## src/rtl/tdcw_pkg.sv

```systemverilog
// shared constants and types for the text display cursor writer
// no dependencies, imported by every rtl module of the block

package tdcw_pkg;

   // geometry defaults
   localparam int LINE_LEN_DEF   = 16;
   localparam int LINE_COUNT_DEF = 3;

   // widths of the result fields
   localparam int ADDR_W = 6;
   localparam int CHAR_W = 8;

   // character codes
   localparam logic [CHAR_W-1:0] CH_NEWLINE   = 8'h0A;
   localparam logic [CHAR_W-1:0] CH_RETURN    = 8'h0D;
   localparam logic [CHAR_W-1:0] CH_BACKSPACE = 8'h08;
   localparam logic [CHAR_W-1:0] CH_FORMFEED  = 8'h0C;
   localparam logic [CHAR_W-1:0] CH_SPACE     = 8'h20;

   // commands from the controller to the datapath
   typedef struct packed {
      logic load;        // take the new character, apply the pending effect
      logic blank_emit;  // issue one blanking write
      logic print_emit;  // issue the character write at the cursor
   } cmd_type;

   // status from the datapath to the controller
   typedef struct packed {
      logic pend_blank;  // pending character is a return or form feed
      logic in_ctrl;     // incoming character is a control code
      logic char_ctrl;   // held character is a control code
      logic blank_done;  // current blanking write is the final one
      logic slot_free;   // output register can take a new write
   } status_type;

   function automatic logic is_ctrl(input logic [CHAR_W-1:0] c);
      return (c == CH_NEWLINE) || (c == CH_RETURN) ||
             (c == CH_BACKSPACE) || (c == CH_FORMFEED);
   endfunction

endpackage

```

## src/rtl/tdcw_ctrl.sv

```systemverilog
// controller state machine for the text display cursor writer
// depends on tdcw_pkg for the command and status types

module tdcw_ctrl (
   input  logic                clock,
   input  logic                reset,
   input  logic                req_valid,
   output logic                req_ready,
   input  tdcw_pkg::status_type status,
   output tdcw_pkg::cmd_type    cmd
);
   import tdcw_pkg::*;

   localparam logic [1:0] ST_IDLE  = 2'd0;
   localparam logic [1:0] ST_BLANK = 2'd1;
   localparam logic [1:0] ST_PRINT = 2'd2;

   logic [1:0] state_ff;
   logic [1:0] state_in;

   always_comb begin
      state_in       = state_ff;
      req_ready      = 1'b0;
      cmd.load       = 1'b0;
      cmd.blank_emit = 1'b0;
      cmd.print_emit = 1'b0;
      case (state_ff)
         ST_IDLE: begin
            req_ready = 1'b1;
            if (req_valid) begin
               cmd.load = 1'b1;
               if (status.pend_blank) begin
                  state_in = ST_BLANK;
               end else if (!status.in_ctrl) begin
                  state_in = ST_PRINT;
               end
            end
         end
         ST_BLANK: begin
            if (status.slot_free) begin
               cmd.blank_emit = 1'b1;
               if (status.blank_done) begin
                  state_in = status.char_ctrl ? ST_IDLE : ST_PRINT;
               end
            end
         end
         ST_PRINT: begin
            if (status.slot_free) begin
               cmd.print_emit = 1'b1;
               state_in       = ST_IDLE;
            end
         end
         default: begin
            state_in = ST_IDLE;
         end
      endcase
   end

   always_ff @(posedge clock) begin
      if (reset) begin
         state_ff <= ST_IDLE;
      end else begin
         state_ff <= state_in;
      end
   end

endmodule

```

## src/rtl/tdcw_datapath.sv

```systemverilog
// datapath of the text display cursor writer: cursor, pending character,
// blanking counter and output register; depends on tdcw_pkg

module tdcw_datapath #(
   parameter int LINE_LEN   = tdcw_pkg::LINE_LEN_DEF,
   parameter int LINE_COUNT = tdcw_pkg::LINE_COUNT_DEF
) (
   input  logic                          clock,
   input  logic                          reset,
   input  logic [tdcw_pkg::CHAR_W-1:0]   req_char_code,
   input  logic                          rsp_ready,
   output logic                          rsp_valid,
   output logic [tdcw_pkg::ADDR_W-1:0]   rsp_write_addr,
   output logic [tdcw_pkg::CHAR_W-1:0]   rsp_write_char,
   output logic                          rsp_last_write,
   input  tdcw_pkg::cmd_type             cmd,
   output tdcw_pkg::status_type          status
);
   import tdcw_pkg::*;

   localparam int TOTAL  = LINE_LEN * LINE_COUNT;
   localparam int COL_W  = $clog2(LINE_LEN);
   localparam int LINE_W = (LINE_COUNT > 1) ? $clog2(LINE_COUNT) : 1;
   localparam int CELL_W = $clog2(TOTAL);
   localparam int MUL_W  = CELL_W + 1;
   localparam int EXT_W  = (CELL_W > ADDR_W) ? CELL_W : ADDR_W;

   localparam logic [COL_W-1:0]  LAST_COL   = COL_W'(LINE_LEN - 1);
   localparam logic [LINE_W-1:0] LAST_LINE  = LINE_W'(LINE_COUNT - 1);
   localparam logic [CELL_W-1:0] LAST_CELL  = CELL_W'(TOTAL - 1);
   localparam logic [CELL_W-1:0] LINE_SPAN  = CELL_W'(LINE_LEN - 1);

   // cursor as line and column; past_ff marks one beyond the last cell
   logic [LINE_W-1:0] line_ff, line_in;
   logic [COL_W-1:0]  col_ff, col_in;
   logic              past_ff, past_in;
   logic [CHAR_W-1:0] pending_ff, pending_in;
   logic [CHAR_W-1:0] char_ff, char_in;
   logic [CELL_W-1:0] blank_addr_ff, blank_addr_in;
   logic [CELL_W-1:0] blank_end_ff, blank_end_in;
   logic              rsp_valid_ff, rsp_valid_in;
   logic [ADDR_W-1:0] rsp_addr_ff, rsp_addr_in;
   logic [CHAR_W-1:0] rsp_char_ff, rsp_char_in;
   logic              rsp_last_ff, rsp_last_in;

   logic [MUL_W-1:0]  line_base_w;
   logic [CELL_W-1:0] line_base;
   logic [CELL_W-1:0] cur_addr;
   logic [CELL_W-1:0] wr_addr;
   logic [EXT_W-1:0]  wr_addr_ext;

   assign line_base_w = MUL_W'(line_ff) * MUL_W'(LINE_LEN);
   assign line_base   = line_base_w[CELL_W-1:0];
   assign cur_addr    = line_base + CELL_W'(col_ff);

   assign status.pend_blank = (pending_ff == CH_RETURN) || (pending_ff == CH_FORMFEED);
   assign status.in_ctrl    = is_ctrl(req_char_code);
   assign status.char_ctrl  = is_ctrl(char_ff);
   assign status.blank_done = (blank_addr_ff == blank_end_ff);
   assign status.slot_free  = !rsp_valid_ff || rsp_ready;

   always_comb begin
      line_in       = line_ff;
      col_in        = col_ff;
      past_in       = past_ff;
      pending_in    = pending_ff;
      char_in       = char_ff;
      blank_addr_in = blank_addr_ff;
      blank_end_in  = blank_end_ff;
      rsp_addr_in   = rsp_addr_ff;
      rsp_char_in   = rsp_char_ff;
      rsp_last_in   = rsp_last_ff;
      wr_addr       = cur_addr;
      wr_addr_ext   = EXT_W'(wr_addr);
      rsp_valid_in  = rsp_valid_ff && !rsp_ready;

      if (cmd.load) begin
         char_in    = req_char_code;
         pending_in = req_char_code;
         case (pending_ff)
            CH_NEWLINE: begin
               past_in = 1'b0;
               col_in  = '0;
               line_in = (past_ff || line_ff == LAST_LINE) ? '0 : line_ff + 1'b1;
            end
            CH_RETURN: begin
               past_in       = 1'b0;
               col_in        = '0;
               blank_addr_in = line_base;
               blank_end_in  = line_base + LINE_SPAN;
            end
            CH_BACKSPACE: begin
               if (past_ff) begin
                  past_in = 1'b0;
               end else if (col_ff != '0) begin
                  col_in = col_ff - 1'b1;
               end else if (line_ff != '0) begin
                  line_in = line_ff - 1'b1;
                  col_in  = LAST_COL;
               end
            end
            CH_FORMFEED: begin
               past_in       = 1'b0;
               col_in        = '0;
               line_in       = '0;
               blank_addr_in = '0;
               blank_end_in  = LAST_CELL;
            end
            default: begin
            end
         endcase
      end

      if (cmd.blank_emit) begin
         wr_addr      = blank_addr_ff;
         wr_addr_ext  = EXT_W'(wr_addr);
         rsp_valid_in = 1'b1;
         rsp_addr_in  = wr_addr_ext[ADDR_W-1:0];
         rsp_char_in  = CH_SPACE;
         rsp_last_in  = status.blank_done && status.char_ctrl;
         if (!status.blank_done) begin
            blank_addr_in = blank_addr_ff + 1'b1;
         end
      end

      if (cmd.print_emit) begin
         rsp_valid_in = 1'b1;
         rsp_char_in  = char_ff;
         rsp_last_in  = 1'b1;
         if (past_ff) begin
            // wrap from one past the end to cell 0
            wr_addr = '0;
            past_in = 1'b0;
            line_in = '0;
            col_in  = COL_W'(1);
         end else begin
            wr_addr = cur_addr;
            if (col_ff == LAST_COL) begin
               if (line_ff == LAST_LINE) begin
                  past_in = 1'b1;
               end else begin
                  line_in = line_ff + 1'b1;
                  col_in  = '0;
               end
            end else begin
               col_in = col_ff + 1'b1;
            end
         end
         wr_addr_ext = EXT_W'(wr_addr);
         rsp_addr_in = wr_addr_ext[ADDR_W-1:0];
      end
   end

   always_ff @(posedge clock) begin
      if (reset) begin
         line_ff      <= '0;
         col_ff       <= '0;
         past_ff      <= 1'b0;
         pending_ff   <= CH_SPACE;
         rsp_valid_ff <= 1'b0;
      end else begin
         line_ff      <= line_in;
         col_ff       <= col_in;
         past_ff      <= past_in;
         pending_ff   <= pending_in;
         rsp_valid_ff <= rsp_valid_in;
      end
   end

   always_ff @(posedge clock) begin
      char_ff       <= char_in;
      blank_addr_ff <= blank_addr_in;
      blank_end_ff  <= blank_end_in;
      rsp_addr_ff   <= rsp_addr_in;
      rsp_char_ff   <= rsp_char_in;
      rsp_last_ff   <= rsp_last_in;
   end

   assign rsp_valid      = rsp_valid_ff;
   assign rsp_write_addr = rsp_addr_ff;
   assign rsp_write_char = rsp_char_ff;
   assign rsp_last_write = rsp_last_ff;

endmodule

```

## src/rtl/text_display_cursor_writer.sv

```systemverilog
// top level of the text display cursor writer
// instantiates tdcw_ctrl and tdcw_datapath, depends on tdcw_pkg
//
//   channel | direction | transfer carries
//   --------+-----------+--------------------------------------------------
//   req_    | in        | req_char_code, one character byte
//   rsp_    | out       | rsp_write_addr, rsp_write_char, rsp_last_write
//
// a character with no pending effect that writes is taken in the transfer, then
// its write enters the output register once that register is free
// a control character with no pending blanking writes nothing
// unless rsp_ stalls, a pending return adds LINE_LEN writes, a pending form feed
// LINE_LEN * LINE_COUNT, one cell per cycle through the single output register
// synchronous active-high reset: cursor to cell 0, previous character to space
// a stalled rsp_ channel holds the write and pauses the sequence; req_ready is
// low until the current character's writes have all entered the output register

module text_display_cursor_writer #(
   parameter int LINE_LEN   = tdcw_pkg::LINE_LEN_DEF,
   parameter int LINE_COUNT = tdcw_pkg::LINE_COUNT_DEF
) (
   input  logic                          clock,
   input  logic                          reset,
   // character input
   input  logic                          req_valid,
   output logic                          req_ready,
   input  logic [tdcw_pkg::CHAR_W-1:0]   req_char_code,
   // display writes
   output logic                          rsp_valid,
   input  logic                          rsp_ready,
   output logic [tdcw_pkg::ADDR_W-1:0]   rsp_write_addr,
   output logic [tdcw_pkg::CHAR_W-1:0]   rsp_write_char,
   output logic                          rsp_last_write
);
   import tdcw_pkg::*;

   cmd_type    cmd;
   status_type status;

   // sequencing: idle, blanking run, character write
   tdcw_ctrl u_ctrl (
      .clock     (clock),
      .reset     (reset),
      .req_valid (req_valid),
      .req_ready (req_ready),
      .status    (status),
      .cmd       (cmd)
   );

   // cursor, previous character, blanking counter and output register
   tdcw_datapath #(
      .LINE_LEN   (LINE_LEN),
      .LINE_COUNT (LINE_COUNT)
   ) u_datapath (
      .clock          (clock),
      .reset          (reset),
      .req_char_code  (req_char_code),
      .rsp_ready      (rsp_ready),
      .rsp_valid      (rsp_valid),
      .rsp_write_addr (rsp_write_addr),
      .rsp_write_char (rsp_write_char),
      .rsp_last_write (rsp_last_write),
      .cmd            (cmd),
      .status         (status)
   );

endmodule

```

## config.mk

```make
export PLATFORM = sky130hd
export DESIGN_NAME = text_display_cursor_writer
export DESIGN_NICKNAME = d
export VERILOG_FILES = /design/src/rtl/tdcw_pkg.sv /design/src/rtl/tdcw_ctrl.sv /design/src/rtl/tdcw_datapath.sv /design/src/rtl/text_display_cursor_writer.sv
export SDC_FILE = /design/constraint.sdc
export NUM_CORES = 1
export LEC_CHECK = 0
export ABC_AREA = 0
export BUFFER_PORTS_ARGS = -buffer_cell sky130_fd_sc_hd__buf_2
export CAP_MARGIN = 20
export CORE_MARGIN = 8
export CORE_UTILIZATION = 62
export DETAILED_ROUTE_END_ITERATION = 12
export PLACE_DENSITY = 0.84
export SLEW_MARGIN = 0
export SYNTH_ARGS = -nofsm -noshare
export SYNTH_HDL_FRONTEND = slang
export SYNTH_SLANG_ARGS = --single-unit
```

## constraint.sdc

```tcl
create_clock -name clock -period 2.75 [get_ports clock]
set_input_delay 0.275 -clock clock [delete_from_list [all_inputs] [get_ports clock]]
set_output_delay 0.275 -clock clock [all_outputs]
set_load 0.05 [all_outputs]
```

==> flow_metrics.env <==
export IMPL_grt_use_total_pct=17.2
export IMPL_place_hpwl_mm=4.01
export IMPL_slowest_delay_ns=0.49
export IMPL_synth_edf_count=24
export IMPL_vdd_drop_max_v=0.000363
export IMPL_portBuffers=28
export IMPL_start_util_pct=64.1
export IMPL_grt_pass1_wl_mm=8.90
export IMPL_clkLatencyLatePin_ns=0.31
export IMPL_skew_ns=0.0103
export IMPL_ys_warn_count=0
export IMPL_coreArea_um2=4000
export IMPL_synth_area_leaders="edfxtp_1 28%, dfxtp_1 20%, nand2_1 5.1%"
export IMPL_area_delta_synth_final_pct=9.18
export IMPL_synth_top_area_cell="edfxtp_1"
export IMPL_r2r_start="u_ctrl.state_ff[0]"
export IMPL_slew_violations=0
export IMPL_grt_setup_unrepaired="false"
export IMPL_io_pins=29
export IMPL_h_tree_depth=2
export IMPL_via_per_inst=5.99
export IMPL_grt_max_degree=22
export IMPL_routedWlPerCell_um=15.8
export IMPL_die_x_um=80.3
export IMPL_slew_limit_headroom_pct=53.2
export IMPL_r2r_cells=3
export IMPL_cts_made_buffers=5
export IMPL_netlist_area_um2=2560
export IMPL_synth_flop_cell="dfxtp_1"
export IMPL_cts_tree="done"
export IMPL_die_h_um=80.3
export IMPL_syn_num_nets=283
export IMPL_crit_end="u_datapath.rsp_write_addr[1]"
export IMPL_tightest_slew_ns=0.701
export IMPL_min_period_over_period_pct=73.3
export IMPL_nFillCells=308
export IMPL_synthTopCellsByCount="35 x nand2_1, 25 x dfxtp_1, 24 x edfxtp_1, 19 x a21oi_1, 15 x nor2_1"
export IMPL_outcome="finished clean"
export IMPL_routed_wl_mm=5.33
export IMPL_dr_total_vias=2023
export IMPL_leakage_nw=1.07
export IMPL_setup_viol=0
export IMPL_netlist_area_leader_share_pct=28.1
export IMPL_ys_seq_elements=49
export IMPL_finalSetupTns_ns=0
export IMPL_regToRegSetupSlack_ns=0.73
export IMPL_drive_above_1_share_pct=17.7
export IMPL_drtPass1Iterations=4
export IMPL_route_detailed_drc=0
export IMPL_core_rowCount=23
export IMPL_die_area_um2=6450
export IMPL_finalPower_mw=1.43
export IMPL_max_clock_freq_mhz=496
export IMPL_nNetsFinal=307
export IMPL_hold_viol_final=0
export IMPL_cts_sinks=49
export IMPL_grt_overflow_total=0
export IMPL_drt_iter0_drc=148
export IMPL_required_ns=2.68
export IMPL_crit_path_cell_trace="nand2b_1 > nand2b_1 > nand2_1"
export IMPL_crit_type="reg2reg"
export IMPL_synth_most_common_cell="nand2_1"
export IMPL_r2r_end="u_datapath.rsp_write_addr[1]"
export IMPL_post_cts_buffers=0
export IMPL_synth_async_reset_ratio_pct=0
export IMPL_synthDistinctLibCells=60
export IMPL_final_antenna_net_count=0
export IMPL_cts_path_max_buffers=2
export IMPL_path_common_cell="nand2b_1"
export IMPL_syn_avg_cell_area_um2=9.75
export IMPL_critPathCaptureType="flop"
export IMPL_holdCritPathClass="in2reg"
export IMPL_period_needed_ns=2.02
export IMPL_postSynthCellCount=263
export IMPL_cts_clk_slew_worst_paths_ns=0.10
export IMPL_antenna_found_initial=0
export IMPL_cts_root_buf="clkbuf_8"
export IMPL_ys_seq_area_share_pct=47.6
export IMPL_cts_resized=0
export IMPL_power_density_nw_per_um2=512
export IMPL_diodes=0
export IMPL_critPathArrivalTime_ns=1.94
export IMPL_drv_cap=0
export IMPL_worst_setup_path_start_kind="flop"
export IMPL_cp_slowest_cell="nand2_1"
export IMPL_grt_pass1_vias=1953
export IMPL_cts_hold_buf=0
export IMPL_cp_max_fo=16
export IMPL_routabilityCongestion=0.917
export IMPL_startpoint="u_ctrl.state_ff[0]"
per-layer routing:
metal	track usage (%)	vias to the layer above	share of wire (%)
li1	-	1013	-
met1	22.0	937	44
met2	27.3	64	48
met3	4.13	9	7.1
met4	6.73	0	1.5
met5	0	-	0
critical path: cells and delay by family, from the launching register on:
kind / cells / cell delay, ns
AND/OR/NAND/NOR: 3 / 1.19
flip-flops: 1 / 0.44
cell usage in the layout, fill, tap and decap left out, drive strengths merged, types with 6 or more instances in the layout:
cell type | netlist | layout
nor2 | 19 | 19
o31ai | 7 | 7
o21ai | 12 | 12
nand3 | 7 | 7
edfxtp | 24 | 24
nand2 | 36 | 36
ha | 8 | 8
dfxtp | 25 | 25
a21oi | 20 | 20
nand2b | 6 | 6
buf | 7 | 28
nor3 | 8 | 8
inv | 7 | 8
and2 | 8 | 8
and3 | 6 | 6
report_power, final:
| group | total, mW | leakage, nW | switching [mW] | internal (mW) |
|---|---|---|---|---|
| combinational | 0.178 | 0.587 | 0.118 | 0.0597 |
| clock | 0.427 | 0.0422 | 0.247 | 0.179 |
| sequential | 0.829 | 0.446 | 0.0314 | 0.798 |
sequential cells by signal, summed over array words and instances (netlist names):
name                       flops
u_datapath.rsp_last_write      1
u_datapath.rsp_write_addr      6
u_datapath.line_ff             2
u_ctrl.state_ff                2
u_datapath.past_ff             1
u_datapath.blank_addr_ff       6
u_datapath.col_ff              4
u_datapath.rsp_write_char      8
u_datapath.char_ff             8
u_datapath.pending_ff          8
u_datapath.blank_end_ff        2
u_datapath.rsp_valid           1
metrics by stage:
stage / utilization (%) / hold WS, ns / std cells / area, µm² / setup slack [ns]
final: 70.0 / 0.170 / 338 / 2800 / 0.735
after global routing: 70.0 / 0.166 / 338 / 2800 / 0.494
after CTS: 70.0 / 0.166 / 338 / 2800 / 0.715
after detailed placement: 67.8 / 0.466 / 330 / 2710 / 0.737
after global placement: 67.8 / 0.458 / 330 / 2710 / 0.816
after floorplan: - / 0.374 / 263 / 2560 / 0.932
logic make-up (layout without fill, tap and decap cells):
kind of cell               after synthesis  after routing  synth area share (%)
DFF                                     49             49                  47.6
and+or+nand+nor                        113            113                  24.6
buffers and inverters                   19             44                  3.42
xor gates and xnor gates                 2              2                 0.683
AOI/OAI and AO/OA                       69             69                  18.4
adders and majority gates                8              8                  3.90
muxes                                    3              3                  1.27
worst min path at each step:
stage / start / end / slack, ns / depth (start not counted)
floorplan: req_char_code[0] / u_datapath.char_ff[0] / 0.37 / 0
global placement: u_datapath.rsp_last_write / u_datapath.rsp_last_write / 0.46 / 2
detailed placement: u_datapath.rsp_last_write / u_datapath.rsp_last_write / 0.47 / 2
CTS: req_char_code[0] / u_datapath.char_ff[0] / 0.17 / 1
global route: req_char_code[7] / u_datapath.char_ff[7] / 0.17 / 1
finish: req_char_code[7] / u_datapath.char_ff[7] / 0.17 / 1
final cells by class:
class / instances / area [µm²] / area share [%]
well taps: 50 / 62.6 / 2.24
multi-input cells: 195 / 1250 / 44.8
inverters: 8 / 31.3 / 1.12
clock buffers: 5 / 68.8 / 2.46
clock inverters: 3 / 20.0 / 0.715
flip-flops and latches: 49 / 1220 / 43.6
repair buffers: 28 / 140 / 5.01
Note: power is estimated with default switching activity, not from simulation.
